--- config.mk ---
export PLATFORM = sky130hd
export DESIGN_NAME = rgb_led_spi_pulse_encoder_unit
export DESIGN_NICKNAME = d
export VERILOG_FILES = /design/src/sv/rlspe_pkg.sv /design/src/sv/rlspe_scale.sv /design/src/sv/rlspe_serial.sv /design/src/sv/rgb_led_spi_pulse_encoder_unit.sv
export VERILOG_INCLUDE_DIRS = /design/src /design/src/sv
export SDC_FILE = /design/constraint.sdc
export NUM_CORES = 1
export LEC_CHECK = 0
export ABC_AREA = 1
export BUFFER_PORTS_ARGS = -buffer_cell sky130_fd_sc_hd__buf_2
export CAP_MARGIN = 20
export CORE_ASPECT_RATIO = 1.5
export CORE_MARGIN = 2
export CORE_UTILIZATION = 58
export CTS_CLUSTER_SIZE = 16
export DETAILED_ROUTE_END_ITERATION = 8
export GPL_ROUTABILITY_DRIVEN = 1
export PLACE_DENSITY = 0.76
export SLEW_MARGIN = 20
export SYNTH_ARGS = -nofsm -noshare
export SYNTH_HDL_FRONTEND = slang
export SYNTH_SLANG_ARGS = --single-unit
--- constraint.sdc ---
create_clock -name i_clk -period 11 [get_ports i_clk]
set_input_delay 1.65 -clock i_clk [delete_from_list [all_inputs] [get_ports i_clk]]
set_output_delay 1.65 -clock i_clk [all_outputs]
set_load 0.01 [all_outputs]
--- src/sv/assert_macros.svh ---
// Assertion macros for the pulse encoder RTL.
// No dependencies; included by the modules that carry assertions.
`ifndef ASSERT_MACROS_SVH
`define ASSERT_MACROS_SVH

// Clocked property, switched off while reset is asserted
`define ASSERT_CLK(label, clk, rst_n, prop, msg) \
    label: assert property (@(posedge clk) disable iff (!rst_n) (prop)) else $error(msg);

// Clocked property that must also hold during reset
`define ASSERT_ALWAYS(label, clk, prop, msg) \
    label: assert property (@(posedge clk) (prop)) else $error(msg);

`endif

--- src/sv/rlspe_pkg.sv ---
// Types, constants and helper functions for the RGB LED pulse encoder.
// No dependencies; imported by every module of the block.
package rlspe_pkg;

    localparam int CHAN_W          = 8;
    localparam int PIXEL_BYTES     = 9;
    localparam int FRAME_W         = PIXEL_BYTES * 8;
    localparam int RESET_BYTES_DEF = 15;
    localparam logic [CHAN_W-1:0] BRIGHT_RST = 8'hFF;

    // Line code for one data bit, sent msb first
    localparam logic [2:0] PULSE_ONE  = 3'b110;
    localparam logic [2:0] PULSE_ZERO = 3'b100;

    typedef struct packed {
        logic              last;
        logic [CHAN_W-1:0] blue;
        logic [CHAN_W-1:0] green;
        logic [CHAN_W-1:0] red;
    } t_pixel;

    // Encoded pixel handed to the serializer
    typedef struct packed {
        logic               last;
        logic [FRAME_W-1:0] pulses;
    } t_frame;

    // (c * b) >> 8
    function automatic logic [CHAN_W-1:0] scale_chan(input logic [CHAN_W-1:0] c,
                                                    input logic [CHAN_W-1:0] b);
        logic [2*CHAN_W-1:0] prod;
        prod = c * b;
        return prod[2*CHAN_W-1:CHAN_W];
    endfunction

    // Each bit becomes a three-bit pulse, msb first
    function automatic logic [3*CHAN_W-1:0] pulse_expand(input logic [CHAN_W-1:0] v);
        logic [3*CHAN_W-1:0] acc;
        acc = '0;
        for (int k = 0; k < CHAN_W; k++) begin
            acc[3*k +: 3] = v[k] ? PULSE_ONE : PULSE_ZERO;
        end
        return acc;
    endfunction

endpackage

--- src/sv/rlspe_scale.sv ---
// Input register, brightness register, channel scaling and pulse expansion.
// Depends on rlspe_pkg.
module rlspe_scale
    import rlspe_pkg::*;
(
    input  logic                 i_clk,
    input  logic                 i_rst_n,
    input  logic                 i_cfg_wen,
    input  logic [CHAN_W-1:0]    i_cfg_wdata,
    input  logic                 s_axis_tvalid,
    output logic                 s_axis_tready,
    input  logic [3*CHAN_W-1:0]  s_axis_tdata,   // red, green, blue
    input  logic                 s_axis_tlast,   // last_pixel
    output logic                 o_frame_valid,
    input  logic                 i_frame_ready,
    output t_frame               o_frame
);

    logic              r_pix_valid;
    t_pixel            r_pix;
    logic [CHAN_W-1:0] r_bright;
    logic              pix_take;

    // Input register frees up as soon as the serializer takes the frame
    assign s_axis_tready = !r_pix_valid || i_frame_ready;
    assign pix_take      = s_axis_tvalid && s_axis_tready;

    always_ff @(posedge i_clk) begin
        if (!i_rst_n) begin
            r_pix_valid <= 1'b0;
            r_bright    <= BRIGHT_RST;
        end else begin
            if (pix_take) begin
                r_pix_valid <= 1'b1;
            end else if (i_frame_ready) begin
                r_pix_valid <= 1'b0;
            end
            if (i_cfg_wen) begin
                r_bright <= i_cfg_wdata;
            end
        end
    end

    always_ff @(posedge i_clk) begin
        if (pix_take) begin
            r_pix.red   <= s_axis_tdata[CHAN_W-1:0];
            r_pix.green <= s_axis_tdata[2*CHAN_W-1:CHAN_W];
            r_pix.blue  <= s_axis_tdata[3*CHAN_W-1:2*CHAN_W];
            r_pix.last  <= s_axis_tlast;
        end
    end

    // Scale and expand, green then red then blue from the top
    assign o_frame_valid = r_pix_valid;
    always_comb begin
        o_frame.last   = r_pix.last;
        o_frame.pulses = {pulse_expand(scale_chan(r_pix.green, r_bright)),
                          pulse_expand(scale_chan(r_pix.red,   r_bright)),
                          pulse_expand(scale_chan(r_pix.blue,  r_bright))};
    end

endmodule

--- src/sv/rlspe_serial.sv ---
// Frame shift register and byte output register; appends the reset frame.
// Depends on rlspe_pkg and assert_macros.svh.
`include "assert_macros.svh"
module rlspe_serial
    import rlspe_pkg::*;
#(
    parameter int RESET_BYTES = RESET_BYTES_DEF
) (
    input  logic        i_clk,
    input  logic        i_rst_n,
    input  logic        i_frame_valid,
    output logic        o_frame_ready,
    input  t_frame      i_frame,
    output logic        m_axis_tvalid,
    input  logic        m_axis_tready,
    output logic [7:0]  m_axis_tdata,   // spi_byte
    output logic        m_axis_tlast    // run_end
);

    localparam int CNT_W = $clog2(PIXEL_BYTES + RESET_BYTES);
    localparam logic [CNT_W-1:0] LAST_PIX = CNT_W'(PIXEL_BYTES - 1);
    localparam logic [CNT_W-1:0] LAST_ALL = CNT_W'(PIXEL_BYTES + RESET_BYTES - 1);

    logic               r_busy;
    logic               r_last;
    logic [CNT_W-1:0]   r_cnt;
    logic [FRAME_W-1:0] r_enc;
    logic               r_ovalid;
    logic [7:0]         r_odata;
    logic               r_olast;

    logic [CNT_W-1:0]   last_idx;
    logic               final_beat;
    logic               adv;
    logic               load;

    assign last_idx      = r_last ? LAST_ALL : LAST_PIX;
    assign final_beat    = (r_cnt == last_idx);
    assign adv           = r_busy && (!r_ovalid || m_axis_tready);
    assign o_frame_ready = !r_busy || (adv && final_beat);
    assign load          = i_frame_valid && o_frame_ready;

    // Control: frame busy flag, byte counter, output valid
    always_ff @(posedge i_clk) begin
        if (!i_rst_n) begin
            r_busy   <= 1'b0;
            r_cnt    <= '0;
            r_ovalid <= 1'b0;
        end else begin
            if (adv) begin
                r_ovalid <= 1'b1;
            end else if (m_axis_tready) begin
                r_ovalid <= 1'b0;
            end
            if (load) begin
                r_busy <= 1'b1;
                r_cnt  <= '0;
            end else if (adv) begin
                r_busy <= !final_beat;
                r_cnt  <= r_cnt + 1'b1;
            end
        end
    end

    // Payload: shifting zeros in makes the reset-frame bytes for free
    always_ff @(posedge i_clk) begin
        if (adv) begin
            r_odata <= r_enc[FRAME_W-1 -: 8];
            r_olast <= final_beat;
        end
        if (load) begin
            r_enc  <= i_frame.pulses;
            r_last <= i_frame.last;
        end else if (adv) begin
            r_enc  <= {r_enc[FRAME_W-9:0], 8'h00};
        end
    end

    assign m_axis_tvalid = r_ovalid;
    assign m_axis_tdata  = r_odata;
    assign m_axis_tlast  = r_olast;

    `ASSERT_CLK(a_cnt_range, i_clk, i_rst_n, r_busy |-> (r_cnt <= last_idx), "byte count past end of run")
    `ASSERT_CLK(a_rst_zero, i_clk, i_rst_n, (r_busy && (r_cnt >= CNT_W'(PIXEL_BYTES))) |-> (r_enc == '0), "reset frame byte not zero")
    `ASSERT_CLK(a_run_done, i_clk, i_rst_n, (adv && final_beat && !load) |=> (!r_busy && r_ovalid && r_olast), "run end not flagged on final beat")
    `ASSERT_ALWAYS(a_rst_idle, i_clk, !i_rst_n |=> (!r_busy && !r_ovalid), "not idle after reset")

endmodule

--- src/sv/rgb_led_spi_pulse_encoder_unit.sv ---
// Top level of the RGB LED pulse encoder: stream ports and parameter plumbing.
// Depends on rlspe_pkg, rlspe_scale and rlspe_serial.
//
// Takes one pixel per beat (red, green, blue bytes), scales each channel by the
// brightness register as (c * brightness) >> 8, and emits the green, red, blue
// bits as 3-bit line pulses (110 = one, 100 = zero) packed into nine bytes, most
// significant first, one byte per cycle while the output is ready. A pixel
// flagged with tlast is followed by RESET_BYTES zero bytes. tlast on the output
// marks the final byte of each pixel's run. Throughput is set by the single
// byte-wide output register; the first byte passes the input register, the
// frame shift register and the byte output register. Two pixels can be buffered
// ahead of the output. Write brightness (reset value 255) only while idle.
module rgb_led_spi_pulse_encoder_unit
    import rlspe_pkg::*;
#(
    parameter int RESET_BYTES = RESET_BYTES_DEF
) (
    input  logic                 i_clk,
    input  logic                 i_rst_n,
    input  logic                 i_cfg_wen,
    input  logic [CHAN_W-1:0]    i_cfg_wdata,    // brightness
    input  logic                 s_axis_tvalid,
    output logic                 s_axis_tready,
    input  logic [3*CHAN_W-1:0]  s_axis_tdata,   // red, green, blue
    input  logic                 s_axis_tlast,   // last_pixel
    output logic                 m_axis_tvalid,
    input  logic                 m_axis_tready,
    output logic [7:0]           m_axis_tdata,   // spi_byte
    output logic                 m_axis_tlast    // run_end
);

    logic   frame_valid;
    logic   frame_ready;
    t_frame frame;

    // Scaling and pulse expansion
    rlspe_scale u_scale (
        .i_clk         (i_clk),
        .i_rst_n       (i_rst_n),
        .i_cfg_wen     (i_cfg_wen),
        .i_cfg_wdata   (i_cfg_wdata),
        .s_axis_tvalid (s_axis_tvalid),
        .s_axis_tready (s_axis_tready),
        .s_axis_tdata  (s_axis_tdata),
        .s_axis_tlast  (s_axis_tlast),
        .o_frame_valid (frame_valid),
        .i_frame_ready (frame_ready),
        .o_frame       (frame)
    );

    // Byte serializer with reset frame
    rlspe_serial #(
        .RESET_BYTES (RESET_BYTES)
    ) u_serial (
        .i_clk         (i_clk),
        .i_rst_n       (i_rst_n),
        .i_frame_valid (frame_valid),
        .o_frame_ready (frame_ready),
        .i_frame       (frame),
        .m_axis_tvalid (m_axis_tvalid),
        .m_axis_tready (m_axis_tready),
        .m_axis_tdata  (m_axis_tdata),
        .m_axis_tlast  (m_axis_tlast)
    );

endmodule

Yosys cells after proc, flatten, opt, wreduce, memory -nomap -nowiden
Cells that the tools add are included.
W data, S select, Z words.
{"block": "classes", "add_sub_neg": 1, "multipliers": 3, "div_mod_pow": 0, "n_lt_le_gt_ge": 0, "eq_ne": 1, "n_shift": 0, "n_mux": 33, "bitwise_logic": 1, "reduce_logical": 15}
{"op": "$mux W72", "count": 2}
{"op": "$mul A8 B8 Y16", "count": 3}
{"op": "$mux W2", "count": 24}
{"op": "$mux W1", "count": 6}
{"op": "$reduce_bool A2 Y1", "count": 3}
{"op": "$add A5 B1 Y5 const B", "count": 1}
{"op": "$eq A5 B5 Y1", "count": 1}
{"op": "$mux W5", "count": 1}
{"op": "$logic_and A1 B1 Y1", "count": 4}
{"op": "$logic_not A1 Y1", "count": 4}
{"op": "$logic_or A1 B1 Y1", "count": 3}
{"op": "$reduce_or A2 Y1", "count": 1}
{"op": "$not A1 Y1", "count": 1}
{"block": "word_totals", "ff_bits": 123, "latch_bits": 0, "ram_bits": 0, "romBits": 0, "input_bits": 38, "output_inout_bits": 11, "mem_count": 0}

Longest topological paths before layout
{"block": "depth", "depth_word": 8, "ltp_mapped": 22}

Modules after synthesis
Synthesis repeated with hierarchy kept, for this count alone.
{"block": "unflattened", "hier_cells": 1490, "area_unflattened_um2": 11897.7}
{"module": "rlspe_scale", "n_inst": 1, "cells_each": 1128, "area_per_inst_um2": 8080.2}
{"module": "rlspe_serial", "n_inst": 1, "cells_each": 362, "area_per_inst_um2": 3817.4}

Worst setup path before layout
Ideal clock, no wire load.
{"block": "synth_timing", "kind": "input -> register", "from": "input m_axis_tready", "to": "register u_serial.r_enc[10], enable pin", "setup_time_ns": 0.425, "arrival_time_ns": 3.960, "path_slack_ns": 6.615, "stages": 10, "path_cell_list": "inv_1 -> nand2_2 -> nand2_2 -> inv_2 -> nand4_2 -> nand2_1 -> nand2_2 -> buf_4 -> buf_6 -> nand2_1"}
{"block": "synth_between", "elab_chain_len": 6}
{"item": "start: declaration", "line_no": "rgb_led_spi_pulse_encoder_unit.sv:27", "rtl": "input logic m_axis_tready,"}
{"item": "$logic_or A1 B1 Y1 (*)", "line_no": "rlspe_serial.sv:39", "rtl": "assign adv = r_busy && (!r_ovalid || m_axis_tready);"}
{"item": "$logic_and A1 B1 Y1 (*)", "line_no": "rlspe_serial.sv:39"}
{"item": "net u_serial.adv", "line_no": "rlspe_serial.sv:34", "rtl": "logic adv;"}
{"item": "$logic_and A1 B1 Y1", "line_no": "rlspe_serial.sv:40", "rtl": "assign o_frame_ready = !r_busy || (adv && final_beat);"}
{"item": "$logic_or A1 B1 Y1", "line_no": "rlspe_serial.sv:40"}
{"item": "$logic_and A1 B1 Y1", "line_no": "rlspe_serial.sv:41", "rtl": "assign load = i_frame_valid && o_frame_ready;"}
{"item": "$reduce_bool A2 Y1 (no line) (*)"}
{"item": "end signal: assignment", "line_no": "rlspe_serial.sv:72", "rtl": "r_enc <= i_frame.pulses;"}
{"item": "end signal: assignment", "line_no": "rlspe_serial.sv:75", "rtl": "r_enc <= {r_enc[FRAME_W-9:0], 8'h00};"}
{"item": "end: declaration", "line_no": "rlspe_serial.sv:27", "rtl": "logic [FRAME_W-1:0] r_enc;"}
The timed path passes the listed nets; every way through them passes the cells marked *.
A chain may end at the register's enable or synchronous reset.

Final worst setup path
{"block": "layout_timing", "from": "register u_scale.r_bright[3]", "to": "register u_serial.r_enc[67] (data pin)"}
{"block": "layout_between", "elab_chain_len": 3}
{"item": "start: declaration", "line_no": "rlspe_scale.sv:21", "rtl": "logic [CHAN_W-1:0] r_bright;"}
{"item": "start signal: assignment", "line_no": "rlspe_scale.sv:39", "rtl": "r_bright <= i_cfg_wdata;"}
{"item": "$mul A8 B8 Y16", "line_no": "rlspe_pkg.sv:32", "rtl": "prod = c * b;"}
{"item": "$mux W2", "line_no": "rlspe_pkg.sv:41", "rtl": "acc[3*k +: 3] = v[k] ? PULSE_ONE : PULSE_ZERO;"}
{"item": "$mux W72", "line_no": "rlspe_serial.sv:71", "rtl": "if (load) begin"}
Every way passes these cells.

==> results.cfg <==
[power]
ir_worst_vdd_mv = 0.166
powerDensity_nw_per_um2 = 249
p_sw_w = 0.00133
power.share.clock = 0.186
combPwrFrac = 0.606
swShare = 0.462
finalPower_w = 0.00288
pwr-share-seq = 0.208
p_int_w = 0.00155
leakage_nw = 6.59

[timing]
slew_headroom = 0.284
post-route-period-util = 0.426
setup_slack_ns = 6.32
max_freq_mhz = 214
finalClockSkew_ns = 0.0162
worst_pin_slew_ns = 1.07
fin_crit_ns = 4.68
rsz0062_at_grt = no
finalSetupTns_ns = 0
finalSetupViolations = 0
maxSlewViolCount = 0
final_hold_viol_count = 0

[yosys]
ys.flop_type = edfxtp_1
syn-num-nets = 1538
ys_types = 34
synthTopCellsByCount = nand2_1 (355), inv_1 (329), fa_1 (105)
synth_top_area_frac = 0.280
postSynthRegisterBits = 116
ys_warn_count = 0
netlist_top_cells_area = edfxtp_1 (28%), fa_1 (20%), nand2_1 (12%)
synthesis.area_um2 = 10700
synth_most_common_cell = nand2_1
synth.avg_cell_area_um2 = 8.28
ys_seq_area_frac = 0.310
syn_inst = 1295
synth_edf_count = 100
synthArstFlopShare = 0
synth_top_area_cell = edfxtp_1

[clocking]
cts_setup_buffers = 0
numCtsBuffers = 17
ctsHtreeMaxLevel = 4
clock_latency_ns = 0.42
ctsHoldBuffers = 0
cts_resized = 0
cts-root-buf = clkbuf_16
cts.clk_slew.worst_paths_ns = 0.06
cts_tree = done
clk_path_buf_depth = 2
clock_sinks = 116

[setup_path]
critPathRequiredTime_ns = 11.17
r2r_slack_ns = 6.32
end_kind = register
r2r_cells = 17
path_max_fanout = 25
cp_data_arrival_time_ns = 4.86
reg2reg_to = u_serial.r_enc[67]$_DFFE_PP_
worst-setup-path-type = register to register
r2r_start = u_scale.r_bright[3]$_SDFFE_PN1P_
critPathLaunchType = register

[finish]
area_delta_synth_final_pct = 7.85
final_util = 0.642
fin_nets = 1555
stdcell_count = 1542
antenna_cells = 0
drive_gt1_frac = 0.0792

[drt]
drt-vias-per-instance = 5.12
antenna_left = 0
routedWlPerCell_um = 13.6
drc = 0
firstDrtPassIters = 5
drtIter0Drc = 452
vias = 7893
wirelength_um = 21000

[hold_path]
worstHoldStart = u_serial.r_enc[65]$_SDFFCE_PP1P_
worstHoldEndpoint = u_serial.m_axis_tdata[1]$_DFFE_PP_
hold_path_class = register to register
whs_path_depth = 0

[floorplanning]
core-area_um2 = 18000
ioPinCount = 49
die_w_um = 115
dieHeight_um = 171
die-area_um2 = 19600
start_util = 0.595
num_rows = 60

[outcome]
outcome = completed

[global_route]
grt_pass1_vias = 7939
grt_pass1_wl_um = 35700
overflow = 0
antenna_found_initial = 0
track_usage = 0.232
grt_max_degree = 66

[run]
maxCapViolCount = 0

[place]
dp_hpwl_um = 16200
dp_slack_ns = 6.28
dpl.cell_count = 1510
place.port_buffers = 48
gp_congestion = 0.943
[worst max-delay path by stage]
stage / from / end / cells past startpoint
final: u_scale.r_bright[3]$_SDFFE_PN1P_ / u_serial.r_enc[67]$_DFFE_PP_ / 17
after global routing: u_scale.r_bright[6]$_SDFFE_PN1P_ / u_serial.r_enc[46]$_DFFE_PP_ / 18
after CTS: u_scale.r_bright[2]$_SDFFE_PN1P_ / u_serial.r_enc[67]$_DFFE_PP_ / 17
after detailed placement: u_scale.r_bright[2]$_SDFFE_PN1P_ / u_serial.r_enc[67]$_DFFE_PP_ / 17
after global placement: u_scale.r_bright[2]$_SDFFE_PN1P_ / u_serial.r_enc[43]$_DFFE_PP_ / 17
after floorplan: m_axis_tready / u_serial.r_enc[10]$_DFFE_PP_ / 10
[routing by layer]
layer,vias to the layer above,track usage,wire (µm)
li1,3911,-,-
met1,3759,0.275,8530
met2,191,0.419,11100
met3,32,0.0443,965
met4,0,0.0812,439
met5,-,0,0
[cells in the final DEF, fill, tap and decap left out, types with 2 or more instances in the layout]
| cell | n |
|---|---|
| dfxtp_1 | 16 |
| inv_6 | 6 |
| or2_1 | 4 |
| clkbuf_16 | 17 |
| buf_2 | 48 |
| nand3b_1 | 3 |
| ha_1 | 100 |
| xor2_1 | 3 |
| nand3_1 | 47 |
| inv_2 | 2 |
| clkinvlp_4 | 4 |
| clkinv_4 | 2 |
| or2_2 | 15 |
| inv_1 | 328 |
| nor3_1 | 5 |
| nor2_1 | 64 |
| nand2_2 | 4 |
| o21ai_1 | 2 |
| nand2_1 | 354 |
| edfxtp_1 | 100 |
| nand4_1 | 4 |
| o21ai_0 | 24 |
| fa_1 | 105 |
| a21oi_1 | 41 |
| xnor2_1 | 9 |
| a21o_1 | 6 |
[state kept, by name, summed over array words and instances (netlist names), 5 cells and up]
signal                 cells
u_serial.m_axis_tdata      8
u_scale.r_pix             24
u_serial.r_cnt             5
u_scale.r_bright           8
u_serial.r_enc            65
[critical path, stage by stage (launching register included)]
cell      delay (ns)
dfxtp_1         0.96
nand2_1         0.19
fa_1            0.53
fa_1            0.55
inv_1           0.05
fa_1            0.47
inv_1           0.05
fa_1            0.47
inv_1           0.04
ha_1            0.29
nand2_1         0.08
nand2_1         0.08
a21oi_1         0.20
inv_1           0.06
a21oi_1         0.17
nand3b_1        0.11
nand3_1         0.09
nand2_1         0.06
[layout make-up]
type | count | area [µm²]
Timing Repair Buffer | 49 | 248
Sequential cell | 116 | 3320
Clock inverter | 15 | 146
Multi-Input combinational cell | 797 | 5910
Clock buffer | 17 | 425
Tap cell | 217 | 272
Fill cell | 1525 | 6450
Inverter | 331 | 1240
[stage by stage]
step | hold slack (ns) | area (µm²)
after global routing | 0.427 | 11600
after floorplan | 0.400 | 10700
final | 0.414 | 11600
after CTS | 0.420 | 11600
after detailed placement | 0.406 | 11000
after global placement | 0.404 | 11000
[power by group through the flow]
stage	clock network (W)	registers [W]	logic, W
CTS	0.000543	0.000600	0.00174
global route	0.000561	0.000606	0.00202
detailed placement	0	0.000608	0.00173
global placement	0	0.000607	0.00169
floorplan	0	0.000580	0.00138
finish	0.000535	0.000600	0.00174
[logic make-up (layout without fill, tap and decap cells)]
kind of cell	Yosys count	count (layout)	synth area share
AOI/OAI and AO/OA	75	75	0.0369
and+or+nand+nor	505	505	0.192
adders and majority gates	205	205	0.313
buffers and inverters	382	412	0.139
DFF	116	116	0.310
xor gates and xnor gates	12	12	0.00980
Note: power is estimated with default switching activity, not from simulation.
